### src/design/exptok_pkg.sv
// Shared types, constants and character classes for the expression tokenizer.
package exptok_pkg;

	localparam int POS_WIDTH_DEF = 16;
	localparam int TOK_WIDTH     = 16;
	localparam int FIFO_DEPTH    = 4;

	typedef struct packed {
		logic       cmd;
		logic [7:0] char_byte;
	} item_t;

	typedef struct packed {
		logic [2:0]           token_kind;
		logic [TOK_WIDTH-1:0] token_start;
		logic [TOK_WIDTH-1:0] token_length;
		logic [7:0]           lead_byte;
		logic                 last_of_run;
		logic                 pos_overflow;
	} token_t;

	// Results of one accepted item on their way into the output queue
	typedef struct packed {
		logic [1:0] count;
		token_t     first;
		token_t     second;
	} push_t;

	localparam logic [2:0] KIND_END     = 3'd0;
	localparam logic [2:0] KIND_NUMBER  = 3'd1;
	localparam logic [2:0] KIND_IDENT   = 3'd2;
	localparam logic [2:0] KIND_OPER    = 3'd3;
	localparam logic [2:0] KIND_LPAREN  = 3'd4;
	localparam logic [2:0] KIND_RPAREN  = 3'd5;
	localparam logic [2:0] KIND_COMMA   = 3'd6;
	localparam logic [2:0] KIND_UNKNOWN = 3'd7;

	localparam logic [7:0] CH_PLUS  = 8'h2B;
	localparam logic [7:0] CH_MINUS = 8'h2D;
	localparam logic [7:0] CH_STAR  = 8'h2A;
	localparam logic [7:0] CH_SLASH = 8'h2F;
	localparam logic [7:0] CH_LPAR  = 8'h28;
	localparam logic [7:0] CH_RPAR  = 8'h29;
	localparam logic [7:0] CH_COMMA = 8'h2C;
	localparam logic [7:0] CH_DOT   = 8'h2E;
	localparam logic [7:0] CH_UNDER = 8'h5F;

	function automatic logic is_digit(input logic [7:0] b);
		return b inside {[8'h30:8'h39]};
	endfunction

	function automatic logic is_alpha(input logic [7:0] b);
		return b inside {[8'h61:8'h7A], [8'h41:8'h5A]};
	endfunction

	// Space, tab, LF, VT, FF and CR
	function automatic logic is_space(input logic [7:0] b);
		return b inside {8'h20, [8'h09:8'h0D]};
	endfunction

	function automatic logic is_word(input logic [7:0] b);
		return is_alpha(b) || is_digit(b) || (b == CH_UNDER);
	endfunction

endpackage

### src/design/exptok_lexer.sv
// Lexer state registers and the per-byte token decision logic.
module exptok_lexer #(
	parameter int POS_WIDTH = exptok_pkg::POS_WIDTH_DEF
) (
	input  logic               clk,
	input  logic               arst_n,
	input  logic               accept,
	input  exptok_pkg::item_t  item,
	output exptok_pkg::push_t  push
);
	import exptok_pkg::*;

	localparam logic [POS_WIDTH-1:0] POS_MAX = '1;

	typedef enum logic [4:0] {
		MODE_IDLE   = 5'b00001,
		MODE_NUM    = 5'b00010,
		MODE_NUMDOT = 5'b00100,
		MODE_IDENT  = 5'b01000,
		MODE_PEND   = 5'b10000
	} mode_t;

	mode_t                mode_q, mode_d;
	logic [POS_WIDTH-1:0] pos_q, pos_d;
	logic [POS_WIDTH-1:0] start_q, start_d;
	logic [7:0]           lead_q, lead_d;
	logic                 ovf_q, ovf_d;

	logic [7:0]           b;
	logic [POS_WIDTH-1:0] open_len;
	logic                 flush_ok;
	token_t               flush_tok;
	logic                 use_flush;
	logic                 start_ok;
	token_t               start_tok;
	logic                 cont;
	logic                 flag;
	logic [1:0]           n_res;

	assign b        = item.char_byte;
	assign open_len = pos_q - start_q;

	// Token that closes out whatever is open
	always_comb begin
		flush_ok               = 1'b0;
		flush_tok              = '0;
		flush_tok.token_start  = TOK_WIDTH'(start_q);
		flush_tok.token_length = TOK_WIDTH'(open_len);
		flush_tok.lead_byte    = lead_q;
		case (mode_q)
			MODE_NUM, MODE_NUMDOT: begin
				flush_ok             = 1'b1;
				flush_tok.token_kind = KIND_NUMBER;
			end
			MODE_IDENT: begin
				flush_ok             = 1'b1;
				flush_tok.token_kind = KIND_IDENT;
			end
			MODE_PEND: begin
				flush_ok               = 1'b1;
				flush_tok.token_kind   = KIND_UNKNOWN;
				flush_tok.token_length = TOK_WIDTH'(1);
				flush_tok.lead_byte    = CH_DOT;
			end
			default: flush_ok = 1'b0;
		endcase
	end

	always_comb begin
		mode_d                 = mode_q;
		pos_d                  = pos_q;
		start_d                = start_q;
		lead_d                 = lead_q;
		ovf_d                  = ovf_q;
		use_flush              = 1'b0;
		start_ok               = 1'b0;
		cont                   = 1'b0;
		start_tok              = '0;
		start_tok.token_kind   = KIND_UNKNOWN;
		start_tok.token_start  = TOK_WIDTH'(pos_q);
		start_tok.token_length = TOK_WIDTH'(1);
		start_tok.lead_byte    = b;
		if (item.cmd) begin
			use_flush              = flush_ok;
			start_ok               = 1'b1;
			start_tok.token_kind   = KIND_END;
			start_tok.token_length = '0;
			start_tok.lead_byte    = '0;
			flag                   = ovf_q;
			mode_d                 = MODE_IDLE;
			pos_d                  = '0;
			start_d                = '0;
			lead_d                 = '0;
			ovf_d                  = 1'b0;
		end else begin
			case (mode_q)
				MODE_NUM: begin
					cont = is_digit(b) || (b == CH_DOT);
					if (b == CH_DOT) mode_d = MODE_NUMDOT;
				end
				MODE_NUMDOT: cont = is_digit(b);
				MODE_IDENT:  cont = is_word(b);
				MODE_PEND: begin
					cont = is_digit(b);
					if (cont) mode_d = MODE_NUMDOT;
				end
				default: begin
					mode_d = MODE_IDLE;
					cont   = 1'b0;
				end
			endcase
			if (!cont) begin
				use_flush = flush_ok;
				mode_d    = MODE_IDLE;
				if (is_space(b)) begin
					start_ok = 1'b0;
				end else if (is_digit(b) || is_alpha(b) || b == CH_DOT || b == CH_UNDER) begin
					if (is_digit(b))      mode_d = MODE_NUM;
					else if (b == CH_DOT) mode_d = MODE_PEND;
					else                  mode_d = MODE_IDENT;
					start_d = pos_q;
					lead_d  = b;
				end else begin
					start_ok = 1'b1;
					if (b inside {CH_PLUS, CH_MINUS, CH_STAR, CH_SLASH})
						start_tok.token_kind = KIND_OPER;
					else if (b == CH_LPAR)
						start_tok.token_kind = KIND_LPAREN;
					else if (b == CH_RPAR)
						start_tok.token_kind = KIND_RPAREN;
					else if (b == CH_COMMA)
						start_tok.token_kind = KIND_COMMA;
					else
						start_tok.token_kind = KIND_UNKNOWN;
				end
			end
			// Saturate the position at the top of its range
			if (pos_q == POS_MAX) ovf_d = 1'b1;
			else                  pos_d = pos_q + POS_WIDTH'(1);
			flag = ovf_d;
		end
	end

	always_comb begin
		n_res                     = accept ? (2'(use_flush) + 2'(start_ok)) : 2'd0;
		push.count                = n_res;
		push.first                = use_flush ? flush_tok : start_tok;
		push.first.last_of_run    = (n_res == 2'd1);
		push.first.pos_overflow   = flag;
		push.second               = start_tok;
		push.second.last_of_run   = 1'b1;
		push.second.pos_overflow  = flag;
	end

	always_ff @(posedge clk or negedge arst_n) begin
		if (!arst_n) begin
			mode_q  <= MODE_IDLE;
			pos_q   <= '0;
			start_q <= '0;
			lead_q  <= '0;
			ovf_q   <= 1'b0;
		end else if (accept) begin
			mode_q  <= mode_d;
			pos_q   <= pos_d;
			start_q <= start_d;
			lead_q  <= lead_d;
			ovf_q   <= ovf_d;
		end
	end

`ifndef SYNTHESIS
	a_end_clears: assert property (@(posedge clk) disable iff (!arst_n)
		accept && item.cmd |=> mode_q == MODE_IDLE && pos_q == '0 && !ovf_q)
		else $error("state not cleared after end of input");
	a_byte_counts: assert property (@(posedge clk) disable iff (!arst_n)
		accept && !item.cmd |=> pos_q != '0)
		else $error("position not advanced after a byte");
	a_ovf_at_max: assert property (@(posedge clk) disable iff (!arst_n)
		$rose(ovf_q) |-> pos_q == POS_MAX)
		else $error("overflow flagged below the top position");
	a_two_max: assert property (@(posedge clk) disable iff (!arst_n)
		push.count != 2'd3)
		else $error("more than two tokens from one item");
`endif

endmodule

### src/design/exptok_fifo.sv
// Small token queue that takes up to two tokens per cycle and hands out one while out_stall is low.
module exptok_fifo (
	input  logic               clk,
	input  logic               arst_n,
	input  exptok_pkg::push_t  push,
	output logic               full,
	output logic               out_valid,
	input  logic               out_stall,
	output exptok_pkg::token_t out_tok
);
	import exptok_pkg::*;

	localparam int PTR_W = $clog2(FIFO_DEPTH);
	localparam int CNT_W = $clog2(FIFO_DEPTH + 1);

	token_t             slot_q [FIFO_DEPTH];
	logic [PTR_W-1:0]   rd_q, wr_q;
	logic [CNT_W-1:0]   cnt_q;
	logic               pop;
	logic [PTR_W-1:0]   wr_next;

	// Hold off new items unless room for two tokens remains
	assign full      = cnt_q > CNT_W'(FIFO_DEPTH - 2);
	assign out_valid = cnt_q != '0;
	assign pop       = out_valid && !out_stall;
	assign out_tok   = slot_q[rd_q];
	assign wr_next   = wr_q + PTR_W'(1);

	always_ff @(posedge clk) begin
		if (push.count != 2'd0) slot_q[wr_q]    <= push.first;
		if (push.count == 2'd2) slot_q[wr_next] <= push.second;
	end

	always_ff @(posedge clk or negedge arst_n) begin
		if (!arst_n) begin
			rd_q  <= '0;
			wr_q  <= '0;
			cnt_q <= '0;
		end else begin
			if (pop) rd_q <= rd_q + PTR_W'(1);
			wr_q  <= wr_q + PTR_W'(push.count);
			cnt_q <= cnt_q + CNT_W'(push.count) - CNT_W'(pop);
		end
	end

`ifndef SYNTHESIS
	a_cnt_bound: assert property (@(posedge clk) disable iff (!arst_n)
		cnt_q <= CNT_W'(FIFO_DEPTH))
		else $error("queue count past its depth");
	a_no_push_full: assert property (@(posedge clk) disable iff (!arst_n)
		push.count != 2'd0 |-> !full)
		else $error("tokens pushed while queue full");
	a_cnt_track: assert property (@(posedge clk) disable iff (!arst_n)
		1'b1 |=> cnt_q == $past(cnt_q) + CNT_W'($past(push.count)) - CNT_W'($past(pop)))
		else $error("queue count out of step with pushes and pops");
`endif

endmodule

### src/design/expression_tokenizer.sv
// Top level of the streaming arithmetic expression tokenizer.
//
//   channel | direction | handshake                 | payload
//   item    | in        | item_valid / item_stall   | item  (cmd, char_byte)
//   token   | out       | token_valid / token_stall | token (kind, start, length, lead, flags)
//
// One item is taken per clock while item_stall is low; its tokens are decided in the same
// cycle and written to a four-entry output queue, which delivers one token per clock while
// token_stall is low. An item that yields two tokens needs two output slots, so the queue
// sets the sustained rate: one item per cycle while items yield at most one token each.
// item_stall rises when fewer than two queue entries are free.
// Reset clears the lexer mode, position, open token and overflow flag, and empties the queue.
module expression_tokenizer #(
	parameter int POS_WIDTH = exptok_pkg::POS_WIDTH_DEF
) (
	input  logic               clk,
	input  logic               arst_n,
	input  logic               item_valid,
	output logic               item_stall,
	input  exptok_pkg::item_t  item,
	output logic               token_valid,
	input  logic               token_stall,
	output exptok_pkg::token_t token
);
	import exptok_pkg::*;

	logic  accept;
	logic  full;
	push_t push;

	assign item_stall = full;
	assign accept     = item_valid && !full;

	exptok_lexer #(
		.POS_WIDTH(POS_WIDTH)
	) u_lexer (
		.clk   (clk),
		.arst_n(arst_n),
		.accept(accept),
		.item  (item),
		.push  (push)
	);

	exptok_fifo u_fifo (
		.clk      (clk),
		.arst_n   (arst_n),
		.push     (push),
		.full     (full),
		.out_valid(token_valid),
		.out_stall(token_stall),
		.out_tok  (token)
	);

endmodule

### config.mk
export PLATFORM = sky130hd
export DESIGN_NAME = expression_tokenizer
export DESIGN_NICKNAME = d
export VERILOG_FILES = /design/src/design/exptok_pkg.sv /design/src/design/exptok_lexer.sv /design/src/design/exptok_fifo.sv /design/src/design/expression_tokenizer.sv
export SDC_FILE = /design/constraint.sdc
export NUM_CORES = 1
export LEC_CHECK = 0
export ABC_AREA = 1
export BUFFER_PORTS_ARGS = -buffer_cell sky130_fd_sc_hd__buf_2
export CORE_ASPECT_RATIO = 0.9
export CORE_UTILIZATION = 50
export CTS_CLUSTER_DIAMETER = 200
export DETAILED_ROUTE_END_ITERATION = 10
export PLACE_DENSITY = 0.71
export SKIP_CTS_REPAIR_TIMING = 1
export SYNTH_ARGS = -nofsm -noshare
export SYNTH_HDL_FRONTEND = slang
export SYNTH_HIERARCHICAL = 1
export SYNTH_SLANG_ARGS = --single-unit
### constraint.sdc
create_clock -name clk -period 4.4 [get_ports clk]
set_input_delay 0.44 -clock clk [delete_from_list [all_inputs] [get_ports clk]]
set_output_delay 0.44 -clock clk [all_outputs]
set_load 0.1 [all_outputs]
==> summary.md <==
| Metric | Value |
|---|---|
| Antenna-violating nets left | `0` |
| Diodes inserted | `0` |
| Startpoint Class | `register` |
| Slew HR | `22.49%` |
| GRT Total Usage | `26.97%` |
| Die extent in y | `between 150 and 200 µm` |
| Per-cell routed wire length | `~18 µm` |
| Met2 Track Usage GR | `between 40% and 50%` |
| Core area | `0.02816 mm²` |
| Mapped Cells | `1866` |
| Post-synthesis instance area | `approximately 0.014 mm²` |
| CTS tree | `built` |
| Clk_lat worst skew | `around 0.53 ns` |
| Fin area | `roughly 0.015 mm²` |
| Hold Crit Class | `input pin to register` |
| DRT iter0 DRCs | `1352` |
| Largest net degree at the start of global routing | `96` |
| Leakage | `0.007210 µW` |
| Area share of the largest cell type after synthesis | `a little under two fifths` |
| Nets | `between 1500 and 2000` |
| Grt met3 use | `~3.9%` |
| IO Port Bufs | `59` |
| Crit path DAT | `around 3.2 ns` |
| Crit path required time | `between 3 and 4 ns` |
| Crit share post-route | `between 80 and 90%` |
| Syn Area/Cell | `slightly below 8 µm²` |
| Grt met1 use | `a little over a third` |
| Clock Path Buffers | `3` |
| Die Wd | `between 150 and 200 µm` |
| Hold Fails Final Rpt | `0` |
| Run status | `completed` |
| #FFs+latches synth | `around 230` |
| Root buf cell | `clkbuf_16` |
| GR peak layer | `met2` |
| Initial antenna violation count | `0` |
| Worst hold margin | `slightly below 0.2 ns` |
| Fmax | `about 280 MHz` |
| Vias in the first global route | `about 12000` |
| Async SR Flop Fraction | `between 20% and 30%` |
| DP Area | `~0.015 mm²` |
| Most frequent cell after synthesis | `nand2_1` |
| Synth cell types | `50` |
| Fin crit period | `3.595 ns` |
| Initial core utilization | `between 50% and 60%` |
| CP Max Fanout | `between 80 and 90` |
| Placer Congestion | `between 0.9 and 1` |
| Peak VDD IR | `between 0.0006 and 0.0007 V` |
| Fin Setup TNS | `0 ns` |
| H-tree Lvls | `1` |
| Endpoints failing setup | `0` |
| Setup Skew | `0.01194 ns` |
| Largest area contributor in the netlist | `edfxtp_1` |
| Final WL | `slightly below 40000 µm` |
| Clock-pin slew on the worst setup and hold paths | `0.06 ns` |
| Detailed placer's ending HPWL | `24360 µm` |
| Layout cell share with drive strength beyond 1 | `a little over a tenth` |
| Synth top area cells | `edfxtp_1, nand2_1, dfrtp_1, nand3_1, nor2_1` |
| Ys Warns | `6` |
| Worst-margin pin slew | `approximately 1.2 ns` |
| Seq/Total Area, Yosys | `roughly 47%` |
| Vias | `~13000` |
| Total die area | `0.02952 mm²` |
| DRT Pass-1 Iters | `6` |
| CTS Buf Count | `27` |
| First-pass GRT wire length | `approximately 63000 µm` |
| Post-synth EDFFs | `between 150 and 200` |
| Via density | `roughly 5.6` |
| Maximum Capacitance Violations | `0` |
| Core Util, Final | `about 55%` |
| Pwr dens | `~760 mW/mm²` |
| Crit. End Element | `primary output` |
| Max-slew violations | `0` |
| RSZ-0062 raised after global routing | `no` |
| Drc violations | `0` |
| Top cells by count, synth | `nand2_1, nand3_1, edfxtp_1` |
| Post-synth top flop | `edfxtp_1` |
| Area Growth Syn to Fin | `7.412%` |
| Clk sink count | `233` |
| Row count | `between 50 and 60` |
| Grt ovf | `0` |
| Worst Setup Path Type | `register to primary output` |
| IO Pins | `60` |
layer usage:
layer,part of all wire [%],up-vias
met5,0,-
met4,2.7,0
met3,9.4,81
met2,46,657
met1,42,5774
li1,-,6059
critical path, cell delays in order, from the launching register on:
cell and delay, ns:
dfrtp_4 0.80, inv_2 0.88, o21ai_0 0.27, nand2_1 0.19, buf_2 0.45
power by group:
group          total, µW  internal (µW)  switching (µW)
combinational       6340           1290            5050
clock               2220           1320             901
sequential          3270           2870             398
total              11800           5480            6340
cells in the final DEF (no fill, tap or decap), types with 16 or more instances in the layout:
| cell type | Yosys | layout |
|---|---|---|
| nand2_1 | 720 | 716 |
| nand3_1 | 217 | 217 |
| edfxtp_1 | 180 | 180 |
| nor2_1 | 151 | 150 |
| inv_1 | 110 | 110 |
| o21ai_0 | 109 | 109 |
| buf_2 | 35 | 59 |
| dfrtp_1 | 52 | 51 |
| clkbuf_16 | 0 | 29 |
| o21ai_1 | 29 | 29 |
| buf_4 | 33 | 24 |
| ha_1 | 21 | 21 |
| a21oi_1 | 21 | 21 |
| nand4_1 | 16 | 16 |
| conb_1 | 2 | 16 |
per-stage QoR:
step | setup WS [ns] | total power (µW) | std cells
final | 0.8048 | 11830 | 2246
after global routing | 0.5988 | 12490 | 2246
after CTS | 0.7849 | 11810 | 2245
after detailed placement | 0.8279 | 9594 | 2197
after global placement | 0.9371 | 9500 | 2197
after floorplan | 0.1572 | 8371 | 1880
worst paths after layout:
| check | startpoint | to | slack [ns] | cells past startpoint |
|---|---|---|---|---|
| max | u_fifo/rd_q[0] | token[0] | 0.80 | 4 |
| min | token_stall | u_fifo/rd_q[0] | 0.19 | 4 |
| max reg2reg | u_lexer/mode_q[1] | u_fifo/slot_q[3][30] | 0.89 | 19 |
| min reg2reg | u_lexer/mode_q[0] | u_lexer/mode_q[0] | 0.48 | 2 |
| max in group asynchronous | arst_n | u_fifo/rd_q[0] | 3.17 | 3 |
| min in group asynchronous | arst_n | u_lexer/mode_q[3] | 0.33 | 2 |
final cells by class:
type / instances / area, µm²
clock inverters: 14 / 116.4
flip-flops and latches: 233 / 6736
repair buffers: 86 / 525.5
multi-input cells: 1395 / 6427
well taps: 360 / 450.4
fillers: 2606 / 12670
inverters: 124 / 474.2
clock buffers: 34 / 754.5
state kept, by name, indices dropped and copies added (netlist names):
name,count
u_lexer/pos_q,16
u_fifo/slot_q,180
u_lexer/start_q,16
u_lexer/ovf_q,1
u_fifo/cnt_q,3
u_lexer/lead_q,8
u_fifo/wr_q,2
u_fifo/rd_q,2
u_lexer/mode_q,5
kinds of logic (layout without fill, tap and decap cells):
group           Yosys count  after routing  synth area share (%)
simple gates           1156           1156                 33.99
xor+xnor                 13             13                0.7898
buf+inv                 252            258                 9.234
flops                   233            233                 46.70
fa+ha+maj                23             23                 2.100
other cells               2             16               0.05209
compound gates          187            187                 7.134
No activity file was read; power rests on OpenSTA's default activity.
